$ cat src/sv/sgcc_pkg.sv
// shared widths, codes and control types of the segment grid cell cover
package sgcc_pkg;

  localparam int LAT_W     = 30;
  localparam int LON_W     = 31;
  localparam int CS_W      = 31;
  localparam int CNT_W     = 11;
  localparam int IDX_W     = 10;
  localparam int NUM_W     = 20;
  localparam int DIV_W     = 31;
  localparam int MUL_W     = 35;
  localparam int PROD_W    = 2 * MUL_W;
  localparam int CFG_W     = 31;
  localparam int CFG_IDX_W = 3;

  localparam logic [CFG_IDX_W-1:0] REG_ORIGIN_LAT = 3'd0;
  localparam logic [CFG_IDX_W-1:0] REG_ORIGIN_LON = 3'd1;
  localparam logic [CFG_IDX_W-1:0] REG_CELL_SIZE  = 3'd2;
  localparam logic [CFG_IDX_W-1:0] REG_CELLS_X    = 3'd3;
  localparam logic [CFG_IDX_W-1:0] REG_CELLS_Y    = 3'd4;

  localparam logic [CS_W-1:0]  CELL_SIZE_RST = 31'd4194304;
  localparam logic [CNT_W-1:0] CELLS_RST     = 11'd1;

  typedef enum logic [2:0] {
    SRC_START,
    SRC_END,
    SRC_SCAN,
    SRC_OOR,
    SRC_SPAN
  } src_e;

  typedef enum logic [1:0] {
    DS_SY,
    DS_SX,
    DS_EY,
    DS_EX
  } div_sel_e;

  typedef enum logic [1:0] {
    MS_DY,
    MS_DX,
    MS_EY,
    MS_EX
  } mul_sel_e;

  typedef struct packed {
    logic     ld_in;
    logic     div_go;
    div_sel_e div_sel;
    logic     mul_go;
    mul_sel_e mul_sel;
    logic     push;
    src_e     src;
    logic     scan_init;
    logic     scan_step;
    logic     flush;
  } cmd_t;

  typedef struct packed {
    logic div_done;
    logic mul_done;
    logic oor;
    logic span;
    logic same_cell;
    logic scan_last;
    logic hit;
  } sts_t;

endpackage

$ cat src/sv/segment_grid_cell_cover.sv
// top level: configuration registers, controller and datapath of the cell cover
//
//   port group       direction  handshake
//   segment input    in         start_i accepted when busy_o is low
//   cell result      out        out_valid_o strobe, one cycle per transaction
//   configuration    in         cfg_we_i write, index cfg_idx_i, data cfg_data_i
//
// a segment runs four passes of the one-bit-per-cycle divider and four of the
// one-bit-per-cycle multiplier, then scans its bounding box (at most 64 cells)
// unless both ends share a cell; an error segment ends after the divider passes.
// reset clears control state and loads the register reset values.
// results leave one per cycle at most; the receiver cannot stall them.
module segment_grid_cell_cover #(
  parameter int MAX_GRID_SIDE = 1024,
  parameter int MAX_SPAN      = 8
) (
  input  logic                               clk_i,
  input  logic                               rst_ni,
  input  logic                               start_i,
  output logic                               busy_o,
  input  logic [sgcc_pkg::LAT_W-1:0]         start_lat_i,
  input  logic [sgcc_pkg::LON_W-1:0]         start_lon_i,
  input  logic [sgcc_pkg::LAT_W-1:0]         end_lat_i,
  input  logic [sgcc_pkg::LON_W-1:0]         end_lon_i,
  input  logic                               cfg_we_i,
  input  logic [sgcc_pkg::CFG_IDX_W-1:0]     cfg_idx_i,
  input  logic [sgcc_pkg::CFG_W-1:0]         cfg_data_i,
  output logic                               out_valid_o,
  output logic [sgcc_pkg::IDX_W-1:0]         col_index_o,
  output logic [sgcc_pkg::IDX_W-1:0]         row_index_o,
  output logic [sgcc_pkg::NUM_W-1:0]         cell_number_o,
  output logic                               out_of_range_o,
  output logic                               span_too_long_o,
  output logic                               last_cell_o
);

  localparam int LAT_W = sgcc_pkg::LAT_W;
  localparam int LON_W = sgcc_pkg::LON_W;
  localparam int CS_W  = sgcc_pkg::CS_W;
  localparam int CNT_W = sgcc_pkg::CNT_W;

  logic [LAT_W-1:0] origin_lat_q;
  logic [LON_W-1:0] origin_lon_q;
  logic [CS_W-1:0]  cell_size_q;
  logic [CNT_W-1:0] cells_x_q, cells_y_q, nx, ny;

  always_ff @(posedge clk_i or negedge rst_ni) begin
    if (!rst_ni) begin
      origin_lat_q <= '0;
      origin_lon_q <= '0;
      cell_size_q  <= sgcc_pkg::CELL_SIZE_RST;
      cells_x_q    <= sgcc_pkg::CELLS_RST;
      cells_y_q    <= sgcc_pkg::CELLS_RST;
    end else if (cfg_we_i) begin
      case (cfg_idx_i)
        sgcc_pkg::REG_ORIGIN_LAT: origin_lat_q <= cfg_data_i[LAT_W-1:0];
        sgcc_pkg::REG_ORIGIN_LON: origin_lon_q <= cfg_data_i[LON_W-1:0];
        sgcc_pkg::REG_CELL_SIZE:  cell_size_q  <= cfg_data_i[CS_W-1:0];
        sgcc_pkg::REG_CELLS_X:    cells_x_q    <= cfg_data_i[CNT_W-1:0];
        sgcc_pkg::REG_CELLS_Y:    cells_y_q    <= cfg_data_i[CNT_W-1:0];
        default: ;
      endcase
    end
  end

  // grid side clamp
  assign nx = (32'(cells_x_q) > 32'(MAX_GRID_SIDE)) ? CNT_W'(MAX_GRID_SIDE) : cells_x_q;
  assign ny = (32'(cells_y_q) > 32'(MAX_GRID_SIDE)) ? CNT_W'(MAX_GRID_SIDE) : cells_y_q;

  sgcc_pkg::cmd_t cmd;
  sgcc_pkg::sts_t sts;

  sgcc_ctrl u_ctrl (
    .clk_i  (clk_i),
    .rst_ni (rst_ni),
    .start_i(start_i),
    .busy_o (busy_o),
    .cmd_o  (cmd),
    .sts_i  (sts)
  );

  sgcc_dp #(
    .MAX_SPAN (MAX_SPAN)
  ) u_dp (
    .clk_i           (clk_i),
    .rst_ni          (rst_ni),
    .cmd_i           (cmd),
    .sts_o           (sts),
    .start_lat_i     (start_lat_i),
    .start_lon_i     (start_lon_i),
    .end_lat_i       (end_lat_i),
    .end_lon_i       (end_lon_i),
    .origin_lat_i    (origin_lat_q),
    .origin_lon_i    (origin_lon_q),
    .cell_size_i     (cell_size_q),
    .nx_i            (nx),
    .ny_i            (ny),
    .out_valid_o     (out_valid_o),
    .col_index_o     (col_index_o),
    .row_index_o     (row_index_o),
    .cell_number_o   (cell_number_o),
    .out_of_range_o  (out_of_range_o),
    .span_too_long_o (span_too_long_o),
    .last_cell_o     (last_cell_o)
  );

  a_oor_single : assert property (@(posedge clk_i) disable iff (!rst_ni)
    out_valid_o && out_of_range_o |-> last_cell_o && !span_too_long_o)
    else $error("out of range result not alone");

  a_span_single : assert property (@(posedge clk_i) disable iff (!rst_ni)
    out_valid_o && span_too_long_o |-> last_cell_o && !out_of_range_o)
    else $error("span result not alone");

  a_accept_busy : assert property (@(posedge clk_i) disable iff (!rst_ni)
    start_i && !busy_o |=> busy_o)
    else $error("accepted transaction did not raise busy");

  a_last_ends : assert property (@(posedge clk_i) disable iff (!rst_ni)
    out_valid_o && last_cell_o |=> !out_valid_o)
    else $error("result after last cell");

endmodule

$ cat src/sv/sgcc_div.sv
// restoring divider, one quotient bit per cycle
module sgcc_div (
  input  logic                          clk_i,
  input  logic                          rst_ni,
  input  logic                          go_i,
  input  logic [sgcc_pkg::DIV_W-1:0]    num_i,
  input  logic [sgcc_pkg::DIV_W-1:0]    den_i,
  output logic                          done_o,
  output logic [sgcc_pkg::DIV_W-1:0]    quo_o,
  output logic [sgcc_pkg::DIV_W-1:0]    rem_o
);

  localparam int DW = sgcc_pkg::DIV_W;
  localparam int CW = $clog2(DW + 1);

  logic [DW-1:0] rem_q, quo_q;
  logic [CW-1:0] cnt_q;
  logic          run_q, done_q;
  logic [DW:0]   shifted, diff;
  logic          ge;
  logic [DW-1:0] rem_d;

  always_comb begin
    shifted = {rem_q, quo_q[DW-1]};
    diff    = shifted - {1'b0, den_i};
    ge      = shifted >= {1'b0, den_i};
    rem_d   = ge ? diff[DW-1:0] : shifted[DW-1:0];
  end

  always_ff @(posedge clk_i or negedge rst_ni) begin
    if (!rst_ni) begin
      rem_q  <= '0;
      quo_q  <= '0;
      cnt_q  <= '0;
      run_q  <= 1'b0;
      done_q <= 1'b0;
    end else if (go_i) begin
      rem_q  <= '0;
      quo_q  <= num_i;
      cnt_q  <= CW'(DW);
      run_q  <= 1'b1;
      done_q <= 1'b0;
    end else if (run_q) begin
      rem_q <= rem_d;
      quo_q <= {quo_q[DW-2:0], ge};
      cnt_q <= cnt_q - CW'(1);
      if (cnt_q == CW'(1)) begin
        run_q  <= 1'b0;
        done_q <= 1'b1;
      end
    end else begin
      done_q <= 1'b0;
    end
  end

  assign done_o = done_q;
  assign quo_o  = quo_q;
  assign rem_o  = rem_q;

endmodule

$ cat src/sv/sgcc_mul.sv
// signed shift-add multiplier, one operand bit per cycle
module sgcc_mul (
  input  logic                              clk_i,
  input  logic                              rst_ni,
  input  logic                              go_i,
  input  logic signed [sgcc_pkg::MUL_W-1:0] a_i,
  input  logic signed [sgcc_pkg::MUL_W-1:0] b_i,
  output logic                              done_o,
  output logic [sgcc_pkg::PROD_W-1:0]       prod_o
);

  localparam int MW = sgcc_pkg::MUL_W;
  localparam int PW = sgcc_pkg::PROD_W;
  localparam int CW = $clog2(MW + 1);

  logic [MW:0]   hi_q;
  logic [MW-1:0] lo_q, mc_q;
  logic [CW-1:0] cnt_q;
  logic          neg_q, run_q, done_q;
  logic [MW-1:0] ma, mb;
  logic [MW:0]   sum;
  logic [PW-1:0] mag;

  always_comb begin
    ma  = a_i[MW-1] ? MW'(-a_i) : MW'(a_i);
    mb  = b_i[MW-1] ? MW'(-b_i) : MW'(b_i);
    sum = hi_q + (lo_q[0] ? {1'b0, mc_q} : '0);
    mag = {hi_q[MW-1:0], lo_q};
  end

  always_ff @(posedge clk_i or negedge rst_ni) begin
    if (!rst_ni) begin
      hi_q   <= '0;
      lo_q   <= '0;
      mc_q   <= '0;
      cnt_q  <= '0;
      neg_q  <= 1'b0;
      run_q  <= 1'b0;
      done_q <= 1'b0;
    end else if (go_i) begin
      hi_q   <= '0;
      lo_q   <= mb;
      mc_q   <= ma;
      neg_q  <= a_i[MW-1] ^ b_i[MW-1];
      cnt_q  <= CW'(MW);
      run_q  <= 1'b1;
      done_q <= 1'b0;
    end else if (run_q) begin
      hi_q  <= {1'b0, sum[MW:1]};
      lo_q  <= {sum[0], lo_q[MW-1:1]};
      cnt_q <= cnt_q - CW'(1);
      if (cnt_q == CW'(1)) begin
        run_q  <= 1'b0;
        done_q <= 1'b1;
      end
    end else begin
      done_q <= 1'b0;
    end
  end

  assign done_o = done_q;
  assign prod_o = neg_q ? -mag : mag;

endmodule

$ cat src/sv/sgcc_dp.sv
// datapath: endpoint cells, line coefficients, cell scan and result staging
module sgcc_dp #(
  parameter int MAX_SPAN = 8
) (
  input  logic                              clk_i,
  input  logic                              rst_ni,
  input  sgcc_pkg::cmd_t                    cmd_i,
  output sgcc_pkg::sts_t                    sts_o,
  input  logic [sgcc_pkg::LAT_W-1:0]        start_lat_i,
  input  logic [sgcc_pkg::LON_W-1:0]        start_lon_i,
  input  logic [sgcc_pkg::LAT_W-1:0]        end_lat_i,
  input  logic [sgcc_pkg::LON_W-1:0]        end_lon_i,
  input  logic [sgcc_pkg::LAT_W-1:0]        origin_lat_i,
  input  logic [sgcc_pkg::LON_W-1:0]        origin_lon_i,
  input  logic [sgcc_pkg::CS_W-1:0]         cell_size_i,
  input  logic [sgcc_pkg::CNT_W-1:0]        nx_i,
  input  logic [sgcc_pkg::CNT_W-1:0]        ny_i,
  output logic                              out_valid_o,
  output logic [sgcc_pkg::IDX_W-1:0]        col_index_o,
  output logic [sgcc_pkg::IDX_W-1:0]        row_index_o,
  output logic [sgcc_pkg::NUM_W-1:0]        cell_number_o,
  output logic                              out_of_range_o,
  output logic                              span_too_long_o,
  output logic                              last_cell_o
);

  localparam int LAT_W  = sgcc_pkg::LAT_W;
  localparam int LON_W  = sgcc_pkg::LON_W;
  localparam int CNT_W  = sgcc_pkg::CNT_W;
  localparam int IDX_W  = sgcc_pkg::IDX_W;
  localparam int NUM_W  = sgcc_pkg::NUM_W;
  localparam int DIV_W  = sgcc_pkg::DIV_W;
  localparam int MUL_W  = sgcc_pkg::MUL_W;
  localparam int PW     = sgcc_pkg::PROD_W;
  localparam int SPAN_W = $clog2(MAX_SPAN);

  // latched segment
  logic [LAT_W-1:0] s_lat_q, e_lat_q;
  logic [LON_W-1:0] s_lon_q, e_lon_q;

  always_ff @(posedge clk_i) begin
    if (cmd_i.ld_in) begin
      s_lat_q <= start_lat_i;
      s_lon_q <= start_lon_i;
      e_lat_q <= end_lat_i;
      e_lon_q <= end_lon_i;
    end
  end

  // offsets from the grid origin
  logic [LAT_W:0] dsy, dey, uy;
  logic [LON_W:0] dsx, dex, ux;

  always_comb begin
    dsy = {s_lat_q[LAT_W-1], s_lat_q} - {origin_lat_i[LAT_W-1], origin_lat_i};
    dey = {e_lat_q[LAT_W-1], e_lat_q} - {origin_lat_i[LAT_W-1], origin_lat_i};
    dsx = {s_lon_q[LON_W-1], s_lon_q} - {origin_lon_i[LON_W-1], origin_lon_i};
    dex = {e_lon_q[LON_W-1], e_lon_q} - {origin_lon_i[LON_W-1], origin_lon_i};
    uy  = {e_lat_q[LAT_W-1], e_lat_q} - {s_lat_q[LAT_W-1], s_lat_q};
    ux  = {e_lon_q[LON_W-1], e_lon_q} - {s_lon_q[LON_W-1], s_lon_q};
  end

  // endpoint cell divisions
  logic [DIV_W-1:0] div_num, quo, rem;
  logic             div_neg, div_done;
  logic [CNT_W-1:0] div_lim;

  always_comb begin
    case (cmd_i.div_sel)
      sgcc_pkg::DS_SY: begin
        div_num = DIV_W'(dsy);
        div_neg = dsy[LAT_W];
        div_lim = ny_i;
      end
      sgcc_pkg::DS_SX: begin
        div_num = dsx[DIV_W-1:0];
        div_neg = dsx[LON_W];
        div_lim = nx_i;
      end
      sgcc_pkg::DS_EY: begin
        div_num = DIV_W'(dey);
        div_neg = dey[LAT_W];
        div_lim = ny_i;
      end
      default: begin
        div_num = dex[DIV_W-1:0];
        div_neg = dex[LON_W];
        div_lim = nx_i;
      end
    endcase
  end

  sgcc_div u_div (
    .clk_i  (clk_i),
    .rst_ni (rst_ni),
    .go_i   (cmd_i.div_go),
    .num_i  (div_num),
    .den_i  (cell_size_i),
    .done_o (div_done),
    .quo_o  (quo),
    .rem_o  (rem)
  );

  logic [CNT_W-1:0] sr_q, sc_q, er_q, ec_q;
  logic [DIV_W-1:0] rys_q, rxs_q;
  logic [3:0]       bad_q;
  logic             cell_ok;

  assign cell_ok = !div_neg && (cell_size_i != '0) && (quo < DIV_W'(div_lim));

  always_ff @(posedge clk_i or negedge rst_ni) begin
    if (!rst_ni) begin
      bad_q <= '0;
    end else if (div_done) begin
      bad_q[cmd_i.div_sel] <= !cell_ok;
    end
  end

  always_ff @(posedge clk_i) begin
    if (div_done) begin
      case (cmd_i.div_sel)
        sgcc_pkg::DS_SY: begin
          sr_q  <= quo[CNT_W-1:0];
          rys_q <= rem;
        end
        sgcc_pkg::DS_SX: begin
          sc_q  <= quo[CNT_W-1:0];
          rxs_q <= rem;
        end
        sgcc_pkg::DS_EY: er_q <= quo[CNT_W-1:0];
        default:         ec_q <= quo[CNT_W-1:0];
      endcase
    end
  end

  // bounding box
  logic [CNT_W-1:0] c0, c1, r0, r1, cw, rw;
  logic             span;

  always_comb begin
    c0   = (sc_q < ec_q) ? sc_q : ec_q;
    c1   = (sc_q < ec_q) ? ec_q : sc_q;
    r0   = (sr_q < er_q) ? sr_q : er_q;
    r1   = (sr_q < er_q) ? er_q : sr_q;
    cw   = c1 - c0;
    rw   = r1 - r0;
    span = (32'(cw) >= 32'(MAX_SPAN)) || (32'(rw) >= 32'(MAX_SPAN));
  end

  // line coefficients: f(x, y) = ux * (y - py) - uy * (x - px) at cell corners
  logic [SPAN_W-1:0]        dys, dxs;
  logic [MUL_W-1:0]         ey_mag, ex_mag;
  logic signed [MUL_W-1:0]  ux_m, uy_m, cs_m, ey, ex, mul_a, mul_b;
  logic [PW-1:0]            prod;
  logic                     mul_done;

  always_comb begin
    dys    = SPAN_W'(sr_q - r0);
    dxs    = SPAN_W'(sc_q - c0);
    ey_mag = MUL_W'(dys) * MUL_W'(cell_size_i) + MUL_W'(rys_q);
    ex_mag = MUL_W'(dxs) * MUL_W'(cell_size_i) + MUL_W'(rxs_q);
    ey     = -$signed(ey_mag);
    ex     = -$signed(ex_mag);
    ux_m   = MUL_W'($signed(ux));
    uy_m   = MUL_W'($signed(uy));
    cs_m   = $signed(MUL_W'(cell_size_i));
    case (cmd_i.mul_sel)
      sgcc_pkg::MS_DY: begin
        mul_a = ux_m;
        mul_b = cs_m;
      end
      sgcc_pkg::MS_DX: begin
        mul_a = uy_m;
        mul_b = cs_m;
      end
      sgcc_pkg::MS_EY: begin
        mul_a = ux_m;
        mul_b = ey;
      end
      default: begin
        mul_a = uy_m;
        mul_b = ex;
      end
    endcase
  end

  sgcc_mul u_mul (
    .clk_i  (clk_i),
    .rst_ni (rst_ni),
    .go_i   (cmd_i.mul_go),
    .a_i    (mul_a),
    .b_i    (mul_b),
    .done_o (mul_done),
    .prod_o (prod)
  );

  logic [PW-1:0] dy_q, dx_q, dxy_q, p3_q, f0_q;

  always_ff @(posedge clk_i) begin
    if (mul_done) begin
      case (cmd_i.mul_sel)
        sgcc_pkg::MS_DY: dy_q <= prod;
        sgcc_pkg::MS_DX: begin
          dx_q  <= -prod;
          dxy_q <= dy_q - prod;
        end
        sgcc_pkg::MS_EY: p3_q <= prod;
        default:         f0_q <= p3_q - prod;
      endcase
    end
  end

  // box scan, column by column, rows ascending
  logic [CNT_W-1:0] c_q, r_q;
  logic [PW-1:0]    fcol_q, fcur_q, f10, f01, f11, fnext;
  logic             all_pos, all_neg, touch, skip;

  always_comb begin
    f10     = fcur_q + dx_q;
    f01     = fcur_q + dy_q;
    f11     = fcur_q + dxy_q;
    fnext   = fcol_q + dx_q;
    all_pos = !fcur_q[PW-1] && (|fcur_q) && !f10[PW-1] && (|f10)
              && !f01[PW-1] && (|f01) && !f11[PW-1] && (|f11);
    all_neg = fcur_q[PW-1] && f10[PW-1] && f01[PW-1] && f11[PW-1];
    touch   = (sc_q == ec_q) || (sr_q == er_q) || !(all_pos || all_neg);
    skip    = ((c_q == sc_q) && (r_q == sr_q)) || ((c_q == ec_q) && (r_q == er_q));
  end

  always_ff @(posedge clk_i) begin
    if (cmd_i.scan_init) begin
      c_q    <= c0;
      r_q    <= r0;
      fcol_q <= f0_q;
      fcur_q <= f0_q;
    end else if (cmd_i.scan_step) begin
      if (r_q == r1) begin
        c_q    <= c_q + CNT_W'(1);
        r_q    <= r0;
        fcol_q <= fnext;
        fcur_q <= fnext;
      end else begin
        r_q    <= r_q + CNT_W'(1);
        fcur_q <= f01;
      end
    end
  end

  always_comb begin
    sts_o.div_done  = div_done;
    sts_o.mul_done  = mul_done;
    sts_o.oor       = |bad_q;
    sts_o.span      = span;
    sts_o.same_cell = (sc_q == ec_q) && (sr_q == er_q);
    sts_o.scan_last = (c_q == c1) && (r_q == r1);
    sts_o.hit       = touch && !skip;
  end

  // one result held back so the last of a run can be marked
  logic [CNT_W-1:0]   n_col, n_row;
  logic               n_oor, n_span;
  logic [2*CNT_W-1:0] n_prod;

  always_comb begin
    n_col  = '0;
    n_row  = '0;
    n_oor  = 1'b0;
    n_span = 1'b0;
    case (cmd_i.src)
      sgcc_pkg::SRC_START: begin
        n_col = sc_q;
        n_row = sr_q;
      end
      sgcc_pkg::SRC_END: begin
        n_col = ec_q;
        n_row = er_q;
      end
      sgcc_pkg::SRC_SCAN: begin
        n_col = c_q;
        n_row = r_q;
      end
      sgcc_pkg::SRC_OOR:  n_oor  = 1'b1;
      sgcc_pkg::SRC_SPAN: n_span = 1'b1;
      default: ;
    endcase
    n_prod = n_row * nx_i + (2*CNT_W)'(n_col);
  end

  logic             pend_v_q, pend_oor_q, pend_span_q;
  logic [IDX_W-1:0] pend_col_q, pend_row_q;
  logic [NUM_W-1:0] pend_num_q;
  logic             out_v_q, out_oor_q, out_span_q, out_last_q;
  logic [IDX_W-1:0] out_col_q, out_row_q;
  logic [NUM_W-1:0] out_num_q;

  always_ff @(posedge clk_i or negedge rst_ni) begin
    if (!rst_ni) begin
      pend_v_q <= 1'b0;
      out_v_q  <= 1'b0;
    end else if (cmd_i.push) begin
      pend_v_q <= 1'b1;
      out_v_q  <= pend_v_q;
    end else if (cmd_i.flush) begin
      pend_v_q <= 1'b0;
      out_v_q  <= pend_v_q;
    end else begin
      out_v_q  <= 1'b0;
    end
  end

  always_ff @(posedge clk_i) begin
    if (cmd_i.push || cmd_i.flush) begin
      out_col_q  <= pend_col_q;
      out_row_q  <= pend_row_q;
      out_num_q  <= pend_num_q;
      out_oor_q  <= pend_oor_q;
      out_span_q <= pend_span_q;
      out_last_q <= cmd_i.flush && !cmd_i.push;
    end
    if (cmd_i.push) begin
      pend_col_q  <= n_col[IDX_W-1:0];
      pend_row_q  <= n_row[IDX_W-1:0];
      pend_num_q  <= n_prod[NUM_W-1:0];
      pend_oor_q  <= n_oor;
      pend_span_q <= n_span;
    end
  end

  assign out_valid_o     = out_v_q;
  assign col_index_o     = out_col_q;
  assign row_index_o     = out_row_q;
  assign cell_number_o   = out_num_q;
  assign out_of_range_o  = out_oor_q;
  assign span_too_long_o = out_span_q;
  assign last_cell_o     = out_last_q;

endmodule

$ cat src/sv/sgcc_ctrl.sv
// controller: sequences divisions, multiplications, checks and the cell scan
module sgcc_ctrl (
  input  logic           clk_i,
  input  logic           rst_ni,
  input  logic           start_i,
  output logic           busy_o,
  output sgcc_pkg::cmd_t cmd_o,
  input  sgcc_pkg::sts_t sts_i
);

  typedef enum logic [3:0] {
    S_IDLE,
    S_DIV_GO,
    S_DIV_WAIT,
    S_CHECK,
    S_MUL_GO,
    S_MUL_WAIT,
    S_EMIT_S,
    S_EMIT_E,
    S_SCAN,
    S_FIN
  } state_e;

  state_e     state_q;
  logic [1:0] cnt_q;
  logic       busy_q;

  always_ff @(posedge clk_i or negedge rst_ni) begin
    if (!rst_ni) begin
      state_q <= S_IDLE;
      cnt_q   <= '0;
      busy_q  <= 1'b0;
    end else begin
      case (state_q)
        S_IDLE: begin
          if (start_i) begin
            state_q <= S_DIV_GO;
            cnt_q   <= '0;
            busy_q  <= 1'b1;
          end
        end
        S_DIV_GO: state_q <= S_DIV_WAIT;
        S_DIV_WAIT: begin
          if (sts_i.div_done) begin
            cnt_q   <= cnt_q + 2'd1;
            state_q <= (cnt_q == 2'd3) ? S_CHECK : S_DIV_GO;
          end
        end
        S_CHECK: begin
          cnt_q   <= '0;
          state_q <= (sts_i.oor || sts_i.span) ? S_FIN : S_MUL_GO;
        end
        S_MUL_GO: state_q <= S_MUL_WAIT;
        S_MUL_WAIT: begin
          if (sts_i.mul_done) begin
            cnt_q   <= cnt_q + 2'd1;
            state_q <= (cnt_q == 2'd3) ? S_EMIT_S : S_MUL_GO;
          end
        end
        S_EMIT_S: state_q <= sts_i.same_cell ? S_FIN : S_EMIT_E;
        S_EMIT_E: state_q <= S_SCAN;
        S_SCAN: begin
          if (sts_i.scan_last) begin
            state_q <= S_FIN;
          end
        end
        S_FIN: begin
          state_q <= S_IDLE;
          busy_q  <= 1'b0;
        end
        default: state_q <= S_IDLE;
      endcase
    end
  end

  always_comb begin
    cmd_o           = '0;
    cmd_o.div_sel   = sgcc_pkg::div_sel_e'(cnt_q);
    cmd_o.mul_sel   = sgcc_pkg::mul_sel_e'(cnt_q);
    cmd_o.src       = sgcc_pkg::SRC_SCAN;
    case (state_q)
      S_IDLE:   cmd_o.ld_in  = start_i;
      S_DIV_GO: cmd_o.div_go = 1'b1;
      S_CHECK: begin
        cmd_o.push = sts_i.oor || sts_i.span;
        cmd_o.src  = sts_i.oor ? sgcc_pkg::SRC_OOR : sgcc_pkg::SRC_SPAN;
      end
      S_MUL_GO: cmd_o.mul_go = 1'b1;
      S_EMIT_S: begin
        cmd_o.push = 1'b1;
        cmd_o.src  = sgcc_pkg::SRC_START;
      end
      S_EMIT_E: begin
        cmd_o.push      = 1'b1;
        cmd_o.src       = sgcc_pkg::SRC_END;
        cmd_o.scan_init = 1'b1;
      end
      S_SCAN: begin
        cmd_o.push      = sts_i.hit;
        cmd_o.scan_step = 1'b1;
      end
      S_FIN:    cmd_o.flush = 1'b1;
      default: ;
    endcase
  end

  assign busy_o = busy_q;

endmodule

$ cat config.mk
export PLATFORM = sky130hd
export DESIGN_NAME = segment_grid_cell_cover
export DESIGN_NICKNAME = d
export VERILOG_FILES = /design/src/sv/sgcc_pkg.sv /design/src/sv/segment_grid_cell_cover.sv /design/src/sv/sgcc_div.sv /design/src/sv/sgcc_mul.sv /design/src/sv/sgcc_dp.sv /design/src/sv/sgcc_ctrl.sv
export SDC_FILE = /design/constraint.sdc
export NUM_CORES = 2
export LEC_CHECK = 0
export CAP_MARGIN = 20
export CORE_MARGIN = 3
export CORE_UTILIZATION = 46
export CTS_CLUSTER_DIAMETER = 80
export DETAILED_ROUTE_END_ITERATION = 8
export DONT_BUFFER_PORTS = 1
export GPL_TIMING_DRIVEN = 0
export SKIP_LAST_GASP = 1
export SLEW_MARGIN = 20
export SYNTH_ARGS = -nofsm -noshare
export SYNTH_HDL_FRONTEND = slang
export SYNTH_SLANG_ARGS = --single-unit
$ cat constraint.sdc
create_clock -name clk_i -period 9 [get_ports clk_i]
set_input_delay 0.9 -clock clk_i [delete_from_list [all_inputs] [get_ports clk_i]]
set_output_delay 0.9 -clock clk_i [all_outputs]
set_load 0.02 [all_outputs]
Word level (Yosys, flattened, before mapping)
Cells that the tools add are included.
Widths: inputs -> output; s select.

word-level totals
  flip-flop bits (word level) = 1136
  input bits = 160
  output and inout bits = 45
  logic and storage cells = 296

cells by class
  equality and inequality tests = 36
  reductions and logical operators = 73
  bitwise operators = 2
  $add $sub $neg = 32
  mux-type cells = 87
  $lt $le $gt $ge = 10
  $mul = 3

operators with widths
  operator            count
  $mux 70             7
  $add 70x70->70      4
  $reduce_or 70->1    4
  $mux 35             6
  $mux 31             5
  $mux 11             13
  $neg 35->35         4
  $neg 70->70         2
  $sub 70x70->70      2
  $sub 31x31->32      3
  $pmux 31 s3         1
  $sub 30x30->31      3
  $eq 11x11->1        8
  $mux 36             2
  $add 34x31->35      2
  $pmux 35 s2         1
  $mul 3x31->34       2
  $pmux 11 s3         2
  $add 36x35->36      1
  $pmux 4 s9          1
  $ge 32x31->1        1
  $lt 31x11->1        1
  $reduce_bool 31->1  1
  $sub 31x31->31      1
  other kinds (54)    166

Depth between registers and ports, before layout
  word-level depth = 15
  mapped depth = 39
  mapped depth without buffers = 34

By module
Synthesis repeated with hierarchy kept, for this count alone.

unflattened totals
  cell total of the unflattened synthesis = 10762
  area, all modules = 98976.2 um^2

by module, submodules not included
  module                   seq. area each (um^2)  times used  area each (um^2)  cells an instance
  sgcc_dp                  24923.9                1           78938.2           8667
  sgcc_mul                 2852.7                 1           9601.7            1145
  sgcc_div                 1726.7                 1           5039.8            603
  segment_grid_cell_cover  2856.5                 1           4775.8            268
  sgcc_ctrl                175.2                  1           620.6             79

Worst setup path before layout
OpenSTA, ideal clock, no wires.

  path type = register to register
  from = reg u_dp.sr_q[6]
  to = reg u_dp.c_q[0] (enable)
  clock period less this slack = 9.970 ns
  data required time = 8.368 ns
  path slack = -0.970 ns
  stages on the path, launching flop included = 16
  path buffers = 6
  setup time = 0.632 ns
  arrival time = 9.338 ns
  cells stage by stage = edfxtp_1 -> ha_1 -> clkbuf_1 -> nand2_1 -> a41oi_1 -> or2_2 -> clkbuf_1 -> clkbuf_1 -> clkbuf_1 -> a21oi_1 -> xnor2_1 -> nor3_1 -> nand3_1 -> clkbuf_1 -> clkbuf_1 -> o21ai_0

between the ends
  cells in the longest elaborated chain, start to end = 5

RTL lines
  what                                    line            RTL
  start, declared                         sgcc_dp.sv:104  logic [CNT_W-1:0] sr_q, sc_q, er_q, ec_q;
  start signal, assigned                  sgcc_dp.sv:123  sr_q <= quo[CNT_W-1:0];
  $lt 11x11->1                            sgcc_dp.sv:144  r1 = (sr_q < er_q) ? er_q : sr_q;
  $mux 11 (*)                             sgcc_dp.sv:144
  $eq 11x11->1 (*)                        sgcc_dp.sv:237  if (r_q == r1) begin
  $reduce_bool 2->1 (no source line) (*)  --
  $reduce_and 2->1 (no source line) (*)   --
  end signal, assigned                    sgcc_dp.sv:238  c_q <= c_q + CNT_W'(1);
  end, declared                           sgcc_dp.sv:214  logic [CNT_W-1:0] c_q, r_q;

Mark *: on every way between the ends. The rest lies on a longest branch, timed or not.
A chain may end at the register's enable or synchronous reset.

Worst setup path in the final report
  from = reg u_dp.sr_q[9]
  to = reg u_dp.u_mul.lo_q[33]

between the ends
  cells in the longest elaborated chain, start to end = 10

RTL lines
  what                  line            RTL
  $lt 11x11->1 (*)      sgcc_dp.sv:143  r0 = (sr_q < er_q) ? sr_q : er_q;
  $mux 11 (*)           sgcc_dp.sv:143
  $sub 3x3->3 (*)       sgcc_dp.sv:158  dys = SPAN_W'(sr_q - r0);
  $mul 3x31->34 (*)     sgcc_dp.sv:160  ey_mag = MUL_W'(dys) * MUL_W'(cell_size_i) + MUL_W'(rys_q);
  $add 34x31->35 (*)    sgcc_dp.sv:160
  $neg 35->35 (*)       sgcc_dp.sv:162  ey = -$signed(ey_mag);
  $pmux 35 s2 (*)       sgcc_dp.sv:167  case (cmd_i.mul_sel)
  $neg 35->35           sgcc_mul.sv:26  mb = b_i[MW-1] ? MW'(-b_i) : MW'(b_i);
  $mux 35 (*)           sgcc_mul.sv:26
  $mux 35 (*)           sgcc_mul.sv:40  end else if (go_i) begin
  end signal, assigned  sgcc_mul.sv:42  lo_q <= mb;
  end signal, assigned  sgcc_mul.sv:50  lo_q <= {sum[0], lo_q[MW-1:1]};
  end, declared         sgcc_mul.sv:17  logic [MW-1:0] lo_q, mc_q;

Marked as above.

==> flow_summary_export.csv <==
group,metric,value,unit
status,status,"completed",
route,wl_per_cell,27.7,um
global_route,grt_pass1_wl,570000,um
timing,slew_headroom,0.147,
global_route,grt_util_all_layers,0.348,
cts,insertion_delay,0.85,ns
global_route,antenna_found_initial,27,
global_route,grt_pass1_vias,85700,
route,drt_iter0_markers,7582,
die,start_util,0.464,
layout,final_util,0.512,
timing,maxSlewViolCount,0,
worst_setup_path,worstSetupEndpointType,"register",
cts,htreeDepth,4,
placement,portBuffers,0,
die,num_rows,169,
timing,fin_crit,8.80,ns
cts,cts_root_buf,"clkbuf_16",
route,dr_total_vias,87900,
logic_synthesis,syn-instance-count,11100,
logic_synthesis,seq_area_frac_synth,0.329,
worst_setup_path,worstPathRequired,9.68,ns
worst_hold_path,min_from,"start_lon_i[28]",
logic_synthesis,synthArstFlopShare,0.273,
timing,holdWs,0.146,ns
placement,dp_slack,-2.49,ns
worst_setup_path,arrival,9.48,ns
power,p_sw,6.04,mW
timing,fin_setup_tns,0,ns
logic_synthesis,synth-edff-count,825,
worst_setup_path,criticalPathCategory,"register to register",
cts,cts_sinks,1135,
cts,cts_buffer_depth,3,
worst_hold_path,holdPathEnd,"u_dp.s_lon_q[28]",
global_route,grt_max_degree,310,
worst_setup_path,crit_slowest_cell,"or4b_4",
cts,cts.reportedPaths.clkPinSlew,0.06,ns
worst_setup_path,cpPeakStageDelay,0.58,ns
timing,fmax,0.114,GHz
layout,num-fill-cells,20000,
layout,final_nets,12600,
worst_setup_path,reg2reg_from,"u_dp.sr_q[9]",
placement,gp_congestion,1.03,
route,vias_per_cell,6.15,
flow_run,maxCapViolCount,0,
logic_synthesis,syn_area_per_cell,8.92,sq um
timing,setup_viol,0,
layout,area_growth,10.3,%
die,boundaryPins,205,
layout,multi_input_area,62300,sq um
worst_setup_path,critPathMostFrequentCell,"ha_1",
logic_synthesis,synth_fp_nets,12400,
power,ir_worst_vdd,0.470,mV
timing,worst_slew_pin_slew,1.27,ns
power,pwr-share-seq,0.342,
power,intPower,11.8,mW
power,p_clk_frac,0.331,
power,power_leakage,42.2,nW
timing,fin_skew,0.0432,ns
die,die_w,470,um
logic_synthesis,syn_area,98900,sq um
cts,cts_buffers,141,
worst_setup_path,ff2ff_setup_slack,0.20,ns
layout,seq_area,32500,sq um
global_route,gr-total-overflow,0,
placement,place.detailed.hpwl,325000,um
layout,drive_above_1_share,0.0528,
worst_setup_path,cp_max_fo,10,
timing,hold_viol_final,0,
route,drtAntennaViolNets,0,
worst_setup_path,start_kind,"register",
timing,fin_ws,0.198,ns
power,sw_frac_of_total,0.340,
die,die_area,221000,sq um
worst_setup_path,timing.rr.end,"u_dp.u_mul.lo_q[33]",
route,first_pass_iters,7,
power,p_per_area,163,nW/um^2
logic_synthesis,ys.flop_type,"edfxtp_1",
cts,cts_tree,"yes",
worst_hold_path,hp-class,"primary input to register",
logic_synthesis,synth_warnings,0,
die,die_y,470,um
timing,fin_crit_sh,0.978,
logic_synthesis,yosys_register_bits,1135,
logic_synthesis,synth_cell_types,97,
route,route.detailed.drc,0,
route,routed_wl,396000,um
worst_setup_path,ff2ff_path_depth,31,
power,pwr-share-comb,0.327,
worst_hold_path,hold_depth,0,
timing,rsz0062_at_grt,"yes",
die,core,213000,sq um
==> cell usage in the layout, fill, tap and decap left out, types with 163 or more instances in the layout <==
cell type	n
a21o_1	338
a21oi_1	861
and2_1	167
clkbuf_1	339
dfrtp_1	307
edfxtp_1	825
fa_1	222
ha_1	894
inv_1	830
mux2i_1	175
nand2_1	1093
nand3_1	200
nand4_1	163
nor2_1	783
nor3_1	178
o21ai_0	750
xnor2_1	527
xor2_1	316
==> layer usage <==
metal,track usage,up-vias,routed length [um]
met5,0,-,69
met4,0.226,10,30400
met3,0.0483,902,25200
met2,0.581,3556,185000
met1,0.421,42800,155000
li1,-,40700,-
==> final cells by class <==
type / instances / share of cell area
well taps: 2821 / 0.0324
multi-input cells: 8701 / 0.571
plain buffers: 400 / 0.0147
inverters: 838 / 0.0288
repair buffers: 90 / 0.0104
clock inverters: 97 / 0.0104
clock buffers: 160 / 0.0332
flip-flops and latches: 1135 / 0.298
diodes: 47 / 0.00108
==> registers in the layout, summed over array words and instances (netlist names), 30 cells and up <==
signal            flops
u_dp.rys_q           31
cell_size_q          31
u_dp.u_div.rem_o     31
u_dp.p3_q            70
u_dp.dxy_q           70
origin_lon_q         31
u_dp.e_lat_q         30
u_dp.u_mul.mc_q      35
u_dp.u_mul.lo_q      35
u_dp.u_mul.hi_q      35
u_dp.dx_q            70
u_dp.rxs_q           31
u_dp.e_lon_q         31
u_dp.u_div.quo_o     31
u_dp.s_lon_q         31
u_dp.fcur_q          70
u_dp.f0_q            70
u_dp.dy_q            70
u_dp.fcol_q          70
u_dp.s_lat_q         30
origin_lat_q         30
==> power groups by stage <==
stage,combinational [mW],sequential [mW],clock [mW]
global route,6.63,6.09,6.19
CTS,5.84,6.08,5.97
finish,5.82,6.08,5.89
detailed placement,5.74,6.18,0
floorplan,4.28,6.12,0
global placement,5.65,6.18,0
==> cell usage after synthesis, types with 107 or more instances <==
cell type,number,share of area
nand2_1,1096,0.042
ha_1,902,0.11
a21oi_1,867,0.044
inv_1,832,0.032
edfxtp_1,825,0.25
nor2_1,788,0.030
o21ai_0,761,0.039
xnor2_1,533,0.047
clkbuf_1,366,0.014
a21o_1,338,0.026
xor2_1,320,0.028
dfrtp_1,307,0.078
fa_1,224,0.045
nand3_1,201,0.010
nor3_1,182,0.0092
mux2i_1,175,0.018
and2_1,169,0.011
nand4_1,163,0.010
a31oi_1,147,0.0093
nand2b_1,137,0.0087
o21a_1,124,0.0094
o21bai_1,117,0.0089
a211oi_1,115,0.0087
nor2b_1,107,0.0068
==> per-stage QoR <==
| step | power (mW) | instances | area [sq um] |
|---|---|---|---|
| floorplan | 10.4 | 11100 | 98900 |
| global placement | 11.8 | 13900 | 102000 |
| detailed placement | 11.9 | 13900 | 103000 |
| CTS | 17.9 | 14200 | 109000 |
| global route | 18.9 | 14300 | 109000 |
| finish | 17.8 | 14300 | 109000 |
==> logic make-up after synthesis <==
group / Yosys count / share of synthesized area
XOR/XNOR: 854 / 0.0757
AND/OR/NAND/NOR: 3347 / 0.163
adder cells (fa/ha/maj): 1126 / 0.159
buffers and inverters: 1247 / 0.0475
AO/OA/AOI/OAI: 3155 / 0.203
flip-flops: 1135 / 0.329
multiplexers: 219 / 0.0227
==> repair_timing <==
action,4_1_cts,5_1_grt
pin swaps,8,16
hold endpoints to repair,309,39
resized for setup,78,65
hold buffers,2,1
endpoints found under the setup margin,88,54
setup buffers,34,18
gates cloned,0,0
==> worst max-delay path: cells and delay by family (launching register included) <==
| family | cells | cell delay [ns] |
|---|---|---|
| AOI/OAI and AO/OA | 10 | 2.67 |
| adders and majority gates | 7 | 2.67 |
| and+or+nand+nor | 7 | 1.66 |
| xor gates and xnor gates | 3 | 0.63 |
| buffers and inverters | 4 | 0.53 |
| DFF | 1 | 0.44 |
==> worst max-delay path by stage <==
stage	startpoint	end	slack, ns	cells past startpoint
floorplan	u_dp.ec_q[2]	u_dp.u_mul.lo_q[33]	0.30	37
global placement	u_ctrl.cnt_q[1]	u_dp.dx_q[0]	-3.67	5
detailed placement	u_dp.er_q[6]	u_dp.u_mul.lo_q[33]	-2.49	34
CTS	u_dp.er_q[1]	u_dp.u_mul.lo_q[33]	-0.03	35
global route	u_dp.ec_q[6]	u_dp.u_mul.lo_q[32]	-0.09	36
finish	u_dp.sr_q[9]	u_dp.u_mul.lo_q[33]	0.20	31
Power figures use the tool's default switching activity.
